### src/kpst_pkg.sv
package kpst_pkg;

   // operation selector carried in req_tuser
   typedef enum logic [2:0] {
      FN_SAVE     = 3'd0,
      FN_UPDATE   = 3'd1,
      FN_ERASE    = 3'd2,
      FN_ERASE_ALL = 3'd3,
      FN_READ_NTH = 3'd4,
      FN_COUNT    = 3'd5,
      FN_RESTORE  = 3'd6,
      FN_RSVD     = 3'd7
   } func_type;

   localparam logic [1:0] STAT_OK       = 2'd0;
   localparam logic [1:0] STAT_NOSPACE  = 2'd1;
   localparam logic [1:0] STAT_NOTFOUND = 2'd2;

   localparam int ADDR_W  = 48;
   localparam int KEY_W   = 64;
   localparam int CHAN_W  = 8;
   localparam int NTH_W   = 8;
   localparam int FUNC_W  = 3;
   localparam int TOTAL_W = 4;
   localparam int TOTAL_MAX = 15;

   // at most this many items in one restore run
   localparam int MAX_RUN = 8;
   localparam int RUN_W   = $clog2(MAX_RUN);

   localparam int REQ_DATA_W = 192;
   localparam int RSP_DATA_W = 192;

   typedef struct packed {
      logic [CHAN_W-1:0] chan;
      logic [KEY_W-1:0]  key_low;
      logic [KEY_W-1:0]  key_high;
      logic [ADDR_W-1:0] addr;
   } slot_entry_type;

   // result item, status in the lowest bits
   typedef struct packed {
      logic [TOTAL_W-1:0] used_total;
      logic [CHAN_W-1:0]  out_chan;
      logic [KEY_W-1:0]   out_key_low;
      logic [KEY_W-1:0]   out_key_high;
      logic [ADDR_W-1:0]  out_addr;
      logic [1:0]         status;
   } rsp_item_type;

   localparam int RSP_ITEM_W = $bits(rsp_item_type);

endpackage

### src/keyed_peer_slot_table_top.sv
// sequence: an item is taken in S_IDLE; each slot walked is looked at in S_RD, a slot to
// be read is read there and checked in S_CHK, and a walk with no early result closes in S_FIN
// throughput: one item at a time, as a new item is taken only in S_IDLE;
// a restore run reads each result from the slot memory and waits for a free output register
// reset: synchronous, clears the used marks and the used count; slot contents are
// not cleared, a slot is only read once it is marked used
module keyed_peer_slot_table_top #(
   parameter int SLOT_COUNT = 8
) (
   input  logic                             clock,
   input  logic                             reset,
   // request channel
   input  logic                             req_tvalid,
   output logic                             req_tready,
   // peer_addr, key_high, key_low, chan, nth
   input  logic [kpst_pkg::REQ_DATA_W-1:0]  req_tdata,
   // func
   input  logic [kpst_pkg::FUNC_W-1:0]      req_tuser,
   // response channel
   output logic                             rsp_tvalid,
   input  logic                             rsp_tready,
   // status, out_addr, out_key_high, out_key_low, out_chan, used_total, zero pad
   output logic [kpst_pkg::RSP_DATA_W-1:0]  rsp_tdata,
   output logic                             rsp_tlast
);
   import kpst_pkg::*;

   localparam int IDX_W = (SLOT_COUNT > 1) ? $clog2(SLOT_COUNT) : 1;
   localparam int CNT_W = $clog2(SLOT_COUNT + 1);
   localparam logic [IDX_W-1:0] IDX_LAST = IDX_W'(SLOT_COUNT - 1);

   // one-hot sequencer states
   typedef enum logic [3:0] {
      S_IDLE = 4'b0001,   // waiting for an item
      S_RD   = 4'b0010,   // look at the used mark, read the slot if needed
      S_CHK  = 4'b0100,   // slot data back from memory
      S_FIN  = 4'b1000    // walk over, close the operation
   } state_type;

   state_type             state_ff, state_in;
   logic [IDX_W-1:0]      idx_ff, idx_in;
   logic [CNT_W-1:0]      seen_ff, seen_in;     // used slots passed, for read nth
   logic [RUN_W-1:0]      run_ff, run_in;       // items sent in this restore run
   logic                  free_vld_ff, free_vld_in;
   logic [IDX_W-1:0]      free_idx_ff, free_idx_in;
   logic [SLOT_COUNT-1:0] used_ff, used_in;
   logic [CNT_W-1:0]      cnt_ff, cnt_in;

   // latched request
   func_type              func_ff;
   logic [ADDR_W-1:0]     addr_ff;
   logic [KEY_W-1:0]      khi_ff;
   logic [KEY_W-1:0]      klo_ff;
   logic [CHAN_W-1:0]     chan_ff;
   logic [NTH_W-1:0]      nth_ff;

   // slot memory, one write and one registered read a cycle
   slot_entry_type        slot_mem_ff [SLOT_COUNT];
   slot_entry_type        rd_data_ff;
   logic                  mem_re;
   logic                  mem_we;
   logic [IDX_W-1:0]      mem_waddr;
   slot_entry_type        mem_wdata;

   // output register
   logic                  rsp_vld_ff, rsp_vld_in;
   rsp_item_type          rsp_item_ff;
   logic                  rsp_last_ff;
   logic                  load;
   rsp_item_type          load_item;
   logic                  load_last;
   logic [TOTAL_W-1:0]    total_sat;
   logic                  out_free;
   logic                  more_used;
   logic                  req_take;
   logic                  addr_hit;
   logic                  run_last;

   assign req_tready = (state_ff == S_IDLE);
   assign req_take   = req_tvalid && req_tready;
   assign out_free   = !rsp_vld_ff || rsp_tready;
   assign addr_hit   = (rd_data_ff.addr == addr_ff);

   // any used slot above the current one
   always_comb begin
      more_used = 1'b0;
      for (int i = 0; i < SLOT_COUNT; i++) begin
         if (i > int'(idx_ff)) begin
            more_used = more_used | used_ff[i];
         end
      end
   end

   assign run_last = !more_used || (run_ff == RUN_W'(MAX_RUN - 1));

   // used count after this cycle's update, saturated for the result
   assign total_sat = (int'(cnt_in) > TOTAL_MAX) ? TOTAL_W'(TOTAL_MAX) : TOTAL_W'(cnt_in);

   always_comb begin
      state_in    = state_ff;
      idx_in      = idx_ff;
      seen_in     = seen_ff;
      run_in      = run_ff;
      free_vld_in = free_vld_ff;
      free_idx_in = free_idx_ff;
      used_in     = used_ff;
      cnt_in      = cnt_ff;
      mem_re      = 1'b0;
      mem_we      = 1'b0;
      mem_waddr   = idx_ff;
      mem_wdata   = '{chan: chan_ff, key_low: klo_ff, key_high: khi_ff, addr: addr_ff};
      load        = 1'b0;
      load_item   = '0;
      load_last   = 1'b1;

      case (state_ff)
         S_IDLE: begin
            if (req_take) begin
               idx_in      = '0;
               seen_in     = '0;
               run_in      = '0;
               free_vld_in = 1'b0;
               case (func_type'(req_tuser))
                  FN_SAVE, FN_UPDATE, FN_ERASE, FN_READ_NTH, FN_RESTORE: begin
                     state_in = S_RD;
                  end
                  default: begin
                     state_in = S_FIN;
                  end
               endcase
            end
         end

         S_RD: begin
            if (used_ff[idx_ff] &&
                (func_ff != FN_READ_NTH || NTH_W'(seen_ff) == nth_ff)) begin
               mem_re   = 1'b1;
               state_in = S_CHK;
            end else begin
               if (used_ff[idx_ff]) begin
                  seen_in = seen_ff + 1'b1;
               end
               if (!used_ff[idx_ff] && !free_vld_ff) begin
                  free_vld_in = 1'b1;
                  free_idx_in = idx_ff;
               end
               if (idx_ff == IDX_LAST) begin
                  state_in = S_FIN;
               end else begin
                  idx_in = idx_ff + 1'b1;
               end
            end
         end

         S_CHK: begin
            case (func_ff)
               FN_SAVE, FN_UPDATE, FN_ERASE: begin
                  if (addr_hit) begin
                     if (out_free) begin
                        load      = 1'b1;
                        load_item.status = STAT_OK;
                        state_in  = S_IDLE;
                        if (func_ff == FN_SAVE) begin
                           mem_we = 1'b1;
                        end else if (func_ff == FN_UPDATE) begin
                           // channel changes, the rest is written back as read
                           mem_we    = 1'b1;
                           mem_wdata = '{chan: chan_ff, key_low: rd_data_ff.key_low,
                                         key_high: rd_data_ff.key_high,
                                         addr: rd_data_ff.addr};
                           load_item.out_addr     = rd_data_ff.addr;
                           load_item.out_key_high = rd_data_ff.key_high;
                           load_item.out_key_low  = rd_data_ff.key_low;
                           load_item.out_chan     = chan_ff;
                        end else begin
                           used_in[idx_ff] = 1'b0;
                           cnt_in          = cnt_ff - 1'b1;
                        end
                     end
                  end else if (idx_ff == IDX_LAST) begin
                     state_in = S_FIN;
                  end else begin
                     idx_in   = idx_ff + 1'b1;
                     state_in = S_RD;
                  end
               end
               FN_READ_NTH: begin
                  if (out_free) begin
                     load               = 1'b1;
                     load_item.status   = STAT_OK;
                     load_item.out_addr = rd_data_ff.addr;
                     load_item.out_chan = rd_data_ff.chan;
                     state_in           = S_IDLE;
                  end
               end
               FN_RESTORE: begin
                  if (out_free) begin
                     load                   = 1'b1;
                     load_last              = run_last;
                     load_item.status       = STAT_OK;
                     load_item.out_addr     = rd_data_ff.addr;
                     load_item.out_key_high = rd_data_ff.key_high;
                     load_item.out_key_low  = rd_data_ff.key_low;
                     load_item.out_chan     = rd_data_ff.chan;
                     if (run_last) begin
                        state_in = S_IDLE;
                     end else begin
                        run_in   = run_ff + 1'b1;
                        idx_in   = idx_ff + 1'b1;
                        state_in = S_RD;
                     end
                  end
               end
               default: begin
                  state_in = S_IDLE;
               end
            endcase
         end

         S_FIN: begin
            if (func_ff == FN_RESTORE || func_ff == FN_RSVD) begin
               // empty restore and the spare code give no result
               state_in = S_IDLE;
            end else if (out_free) begin
               load     = 1'b1;
               state_in = S_IDLE;
               case (func_ff)
                  FN_SAVE: begin
                     if (free_vld_ff) begin
                        mem_we               = 1'b1;
                        mem_waddr            = free_idx_ff;
                        used_in[free_idx_ff] = 1'b1;
                        cnt_in               = cnt_ff + 1'b1;
                        load_item.status     = STAT_OK;
                     end else begin
                        load_item.status = STAT_NOSPACE;
                     end
                  end
                  FN_ERASE_ALL: begin
                     used_in          = '0;
                     cnt_in           = '0;
                     load_item.status = STAT_OK;
                  end
                  FN_COUNT: begin
                     load_item.status = STAT_OK;
                  end
                  default: begin
                     load_item.status = STAT_NOTFOUND;
                  end
               endcase
            end
         end

         default: begin
            state_in = S_IDLE;
         end
      endcase

      load_item.used_total = total_sat;
   end

   always_comb begin
      rsp_vld_in = rsp_vld_ff;
      if (load) begin
         rsp_vld_in = 1'b1;
      end else if (rsp_tready) begin
         rsp_vld_in = 1'b0;
      end
   end

   // control state
   always_ff @(posedge clock) begin
      if (reset) begin
         state_ff    <= S_IDLE;
         idx_ff      <= '0;
         seen_ff     <= '0;
         run_ff      <= '0;
         free_vld_ff <= 1'b0;
         free_idx_ff <= '0;
         used_ff     <= '0;
         cnt_ff      <= '0;
         rsp_vld_ff  <= 1'b0;
      end else begin
         state_ff    <= state_in;
         idx_ff      <= idx_in;
         seen_ff     <= seen_in;
         run_ff      <= run_in;
         free_vld_ff <= free_vld_in;
         free_idx_ff <= free_idx_in;
         used_ff     <= used_in;
         cnt_ff      <= cnt_in;
         rsp_vld_ff  <= rsp_vld_in;
      end
   end

   // request payload
   always_ff @(posedge clock) begin
      if (req_take) begin
         func_ff <= func_type'(req_tuser);
         addr_ff <= req_tdata[ADDR_W-1:0];
         khi_ff  <= req_tdata[ADDR_W+KEY_W-1:ADDR_W];
         klo_ff  <= req_tdata[ADDR_W+2*KEY_W-1:ADDR_W+KEY_W];
         chan_ff <= req_tdata[ADDR_W+2*KEY_W+CHAN_W-1:ADDR_W+2*KEY_W];
         nth_ff  <= req_tdata[ADDR_W+2*KEY_W+CHAN_W+NTH_W-1:ADDR_W+2*KEY_W+CHAN_W];
      end
   end

   // slot memory; the walk only reads after earlier writes have landed
   always_ff @(posedge clock) begin
      if (mem_we) begin
         slot_mem_ff[mem_waddr] <= mem_wdata;
      end
      if (mem_re) begin
         rd_data_ff <= slot_mem_ff[idx_ff];
      end
   end

   // result payload
   always_ff @(posedge clock) begin
      if (load) begin
         rsp_item_ff <= load_item;
         rsp_last_ff <= load_last;
      end
   end

   assign rsp_tvalid = rsp_vld_ff;
   assign rsp_tdata  = {(RSP_DATA_W - RSP_ITEM_W)'(0), rsp_item_ff};
   assign rsp_tlast  = rsp_last_ff;

endmodule

### config.mk
export PLATFORM = sky130hd
export DESIGN_NAME = keyed_peer_slot_table_top
export DESIGN_NICKNAME = d
export VERILOG_FILES = /design/src/kpst_pkg.sv /design/src/keyed_peer_slot_table_top.sv
export SDC_FILE = /design/constraint.sdc
export NUM_CORES = 2
export LEC_CHECK = 0
export ABC_AREA = 1
export BUFFER_PORTS_ARGS = -buffer_cell sky130_fd_sc_hd__buf_2
export CAP_MARGIN = 40
export CORE_MARGIN = 10
export CORE_UTILIZATION = 40
export CTS_CLUSTER_DIAMETER = 80
export DETAILED_ROUTE_END_ITERATION = 6
export HOLD_SLACK_MARGIN = 0.15
export PLACE_DENSITY = 0.56
export SETUP_SLACK_MARGIN = 0.05
export SYNTH_ARGS = -nofsm -noshare
export SYNTH_HDL_FRONTEND = slang
export SYNTH_SLANG_ARGS = --single-unit
### constraint.sdc
create_clock -name clock -period 13.7 [get_ports clock]
set_input_delay 1.37 -clock clock [delete_from_list [all_inputs] [get_ports clock]]
set_output_delay 1.37 -clock clock [all_outputs]
set_load 0.01 [all_outputs]
==> run summary <==
Dividing the detail-routed via count by the number of cells gives about 5.5. The number of setup violations in the final report came out at 0. The layout overhead on the synthesized area is 16.2%. The top-area cell type share of the netlist area came out at roughly four fifths. After detailed routing, the number of remaining DRC violations is 0.

Sorting the synthesized cells by area gives the leading types as edfxtp_1 (79%), nand2_1 (3.3%), a22oi_1 (2.2%). Based on the critical path, the design can be clocked at up to between 150 and 200 MHz. In the post-synthesis netlist, the cell with the most instances is edfxtp_1. The nature of the critical path startpoint is a register. For this run the aggregate overflow at the end of global routing stands at 0.

For the final database, setup skew stands at just over 0.06 ns. The total vias in the final route came out at ~44000. The largest net degree at the start of global routing is 131. The post-DP HPWL is around 120000 µm. STA puts the critical path data required time at around 14 ns. The congestion estimate from routability-driven global placement came to slightly above 0.8. The register bit total from synthesis is just over 2000.

The maximum number of buffers from clock root to sink is 3. The final hold slack is about 0.47 ns. The total number of H-tree levels came out at 4. The actual transition at the worst max-transition pin came out at roughly 1.0 ns. The net count of the finished layout came out at 5537.

After routing, the total negative slack on setup checks comes to 0 ns. The placeable core region came out at between 150000 and 200000 µm². The combined global-route utilization of all metal layers is roughly 20%. Post-CTS repair changed the size of 0 cells. The row count came out at between 150 and 200. The count of clock tree sinks is a little over 2000. The number of buffers added for setup after CTS came out at 0.

The count of boundary I/O pins is 394. The part of the cycle the worst path needs came out at 40.4%. The relative max-transition margin came out at 30.4%. The cts-stage hold buffer count came out at 0. The run finished with clean final reports. For this design the ratio of total power to cell area is approximately 170 nW/µm². The dominant cell type by area after synthesis is edfxtp_1. The post-synthesis area per instance came out at around 16 µm². The final max-slew violation count came to 0. The via count of the first global-routing pass came to around 44000. The width of the die is about 460 µm. The count of final hold-check violations came out at 0.

In this run, synthesis inferred a little over 2000 flip-flops with an integrated enable. The post-detailed-placement cell area came out at just over 80000 µm². The die height came out at around 460 µm. In this run the tool buffered the top-level ports with between 300 and 400 buffer cells.

The initial core utilization came out at between 40% and 50%. The number of buffers added by the clock tree synthesis step came out at about 210. The number of antenna violations at the first check in global routing was 19. Sorting the synthesized cells by how often they occur yields edfxtp_1 (2042), nand2_1 (690), inv_1 (296). The number of iterations in the first detailed-routing pass came out at 6. The violation count after the first detailed-routing iteration is ~4400. The global-route wire length before repair is 312000 µm.

Data arrives at the worst endpoint at between 5 and 6 ns. The most used flip-flop cell after synthesis is edfxtp_1. The count of cell types in the netlist is 44. The worst-case IR drop observed on VDD is around 0.12 mV. The clock transition at the registers of the reported paths came out at 0.06 ns. The number of warnings issued by yosys came out at 0. TritonCTS built the clock tree. Synthesis produced a netlist whose cell count is about 4900. The synthesized netlist occupies a cell area of roughly 77000 µm². The worst hold-check path type is reg2reg.

Setup repair after global routing left no endpoint under its margin. The post-layout instance area is 90000 µm². The portion of the post-synthesis area used by sequential elements came out at 80.0%.

Wires add up to ~210000 µm. The layout has between 15000 and 20000 filler cells. The total leakage power came out at a little over 30 nW. The kind of end point of the critical path is a register.

The tree is rooted in a clkbuf_16. In this run the remaining antenna-violating nets after routing total 0. The highest net fanout along the worst path came out at 117. The die area is around 210000 µm². The max-cap check violation count came out at 0. The clock insertion delay at the later pin of the skew report came out at between 0.8 and 0.9 ns. Counting I/O delays and the setup requirement, the final critical path takes 5.53 ns. For this run, asynchronously set or reset flops after synthesis account for 0%. The class of the most critical setup path is reg2reg. The post-detailed-route wirelength per cell is roughly 27 µm. In this run the register-to-register setup slack is a little over 8 ns. The share of final-layout standard cells stronger than drive strength 1 is between 10% and 20%.
==> power by group <==
part / total [W] / switching (W) / internal, W
combinational: 0.00176 / 0.00122 / 0.000541
clock: 0.00574 / 0.00242 / 0.00333
sequential: 0.00742 / 0.000110 / 0.00731
total: 0.0149 / 0.00374 / 0.0112
==> area by class of cell <==
type / instances / area, µm² / share of cell area (%)
timing repair buffer: 532 / 3640 / 4.05
multi-input combinational: 2195 / 13100 / 14.6
inverter: 315 / 1190 / 1.33
tap: 2526 / 3160 / 3.51
clock inverter: 129 / 1350 / 1.50
antenna: 4 / 10.0 / 0.0111
clock buffer: 252 / 5540 / 6.16
sequential: 2073 / 61900 / 68.8
==> layer usage <==
metal	up-vias	global-route usage (%)	wire length, µm
met5	-	0	41
met4	6	5.54	5310
met3	298	4.26	16700
met2	1765	30.6	97700
met1	22400	28.2	94500
li1	19600	-	-
==> cells in the final DEF, fill, tap and decap left out, drive strengths merged <==
cell type | synthesis | routed
a2111oi | 1 | 1
a211oi | 1 | 1
a21oi | 74 | 74
a221oi | 186 | 186
a22o | 89 | 89
a22oi | 228 | 228
a31oi | 4 | 4
a32oi | 1 | 1
buf | 81 | 531
bufinv | 0 | 24
clkbuf | 233 | 253
clkinv | 1 | 87
clkinvlp | 0 | 13
conb | 1 | 2
dfxtp | 31 | 31
diode | 0 | 4
edfxtp | 2042 | 2042
ha | 9 | 9
inv | 314 | 320
nand2 | 693 | 693
nand3 | 86 | 86
nand4 | 105 | 105
nor2 | 129 | 129
nor3 | 153 | 153
nor3b | 1 | 1
nor4 | 1 | 1
o21ai | 256 | 256
o22a | 1 | 1
o22ai | 4 | 4
o31ai | 130 | 130
or2 | 2 | 2
xnor2 | 34 | 34
xor2 | 5 | 5
==> kinds of logic after synthesis <==
group / Yosys count / synth area share [%]
DFF: 2073 / 80.0
and+or+nand+nor: 1170 / 7.29
AOI/OAI and AO/OA: 975 / 8.84
buffers and inverters: 629 / 3.30
xor gates and xnor gates: 39 / 0.441
adders and majority gates: 9 / 0.145
other: 1 / 0.00484
==> stage by stage <==
stage               cells  setup slack [ns]  util [%]  power [W]
detailed placement   7634              7.74      43.1    0.00933
floorplan            4897              2.91         -    0.00862
CTS                  8015              8.05      46.7     0.0151
global route         8024              7.77      46.7     0.0155
finish               8026              8.17      46.7     0.0149
global placement     7581              7.79      42.6    0.00926
==> sequential cells by signal, indices dropped and copies added (netlist names), 4 cells and up <==
register / flops
state_ff: 4
slot_mem_ff: 1472
klo_ff: 64
rd_data_ff: 184
nth_ff: 8
cnt_ff: 4
seen_ff: 4
khi_ff: 64
chan_ff: 8
addr_ff: 48
rsp_tdata: 190
used_ff: 8
==> final timing paths <==
kind | start | end | cells past startpoint
max reg2reg | addr_ff[40] | slot_mem_ff[0][63] | 14
max | addr_ff[40] | slot_mem_ff[0][63] | 14
min | run_ff[1] | run_ff[1] | 2
min reg2reg | run_ff[1] | run_ff[1] | 2
==> critical path: stages, from the launching register on <==
cell and delay, ns:
edfxtp_1 0.52, xnor2_1 0.19, nand2_1 0.14, nor2_1 0.18, nand2_1 0.07, nor2_1 0.25
nand3_1 0.43, nor2_4 0.37, nand4_1 0.17, nand2_1 0.19, nand2_1 0.15, nor2_4 0.53
buf_4 0.48, buf_12 0.71, buf_4 0.62
(Power assumes the default switching activity.)
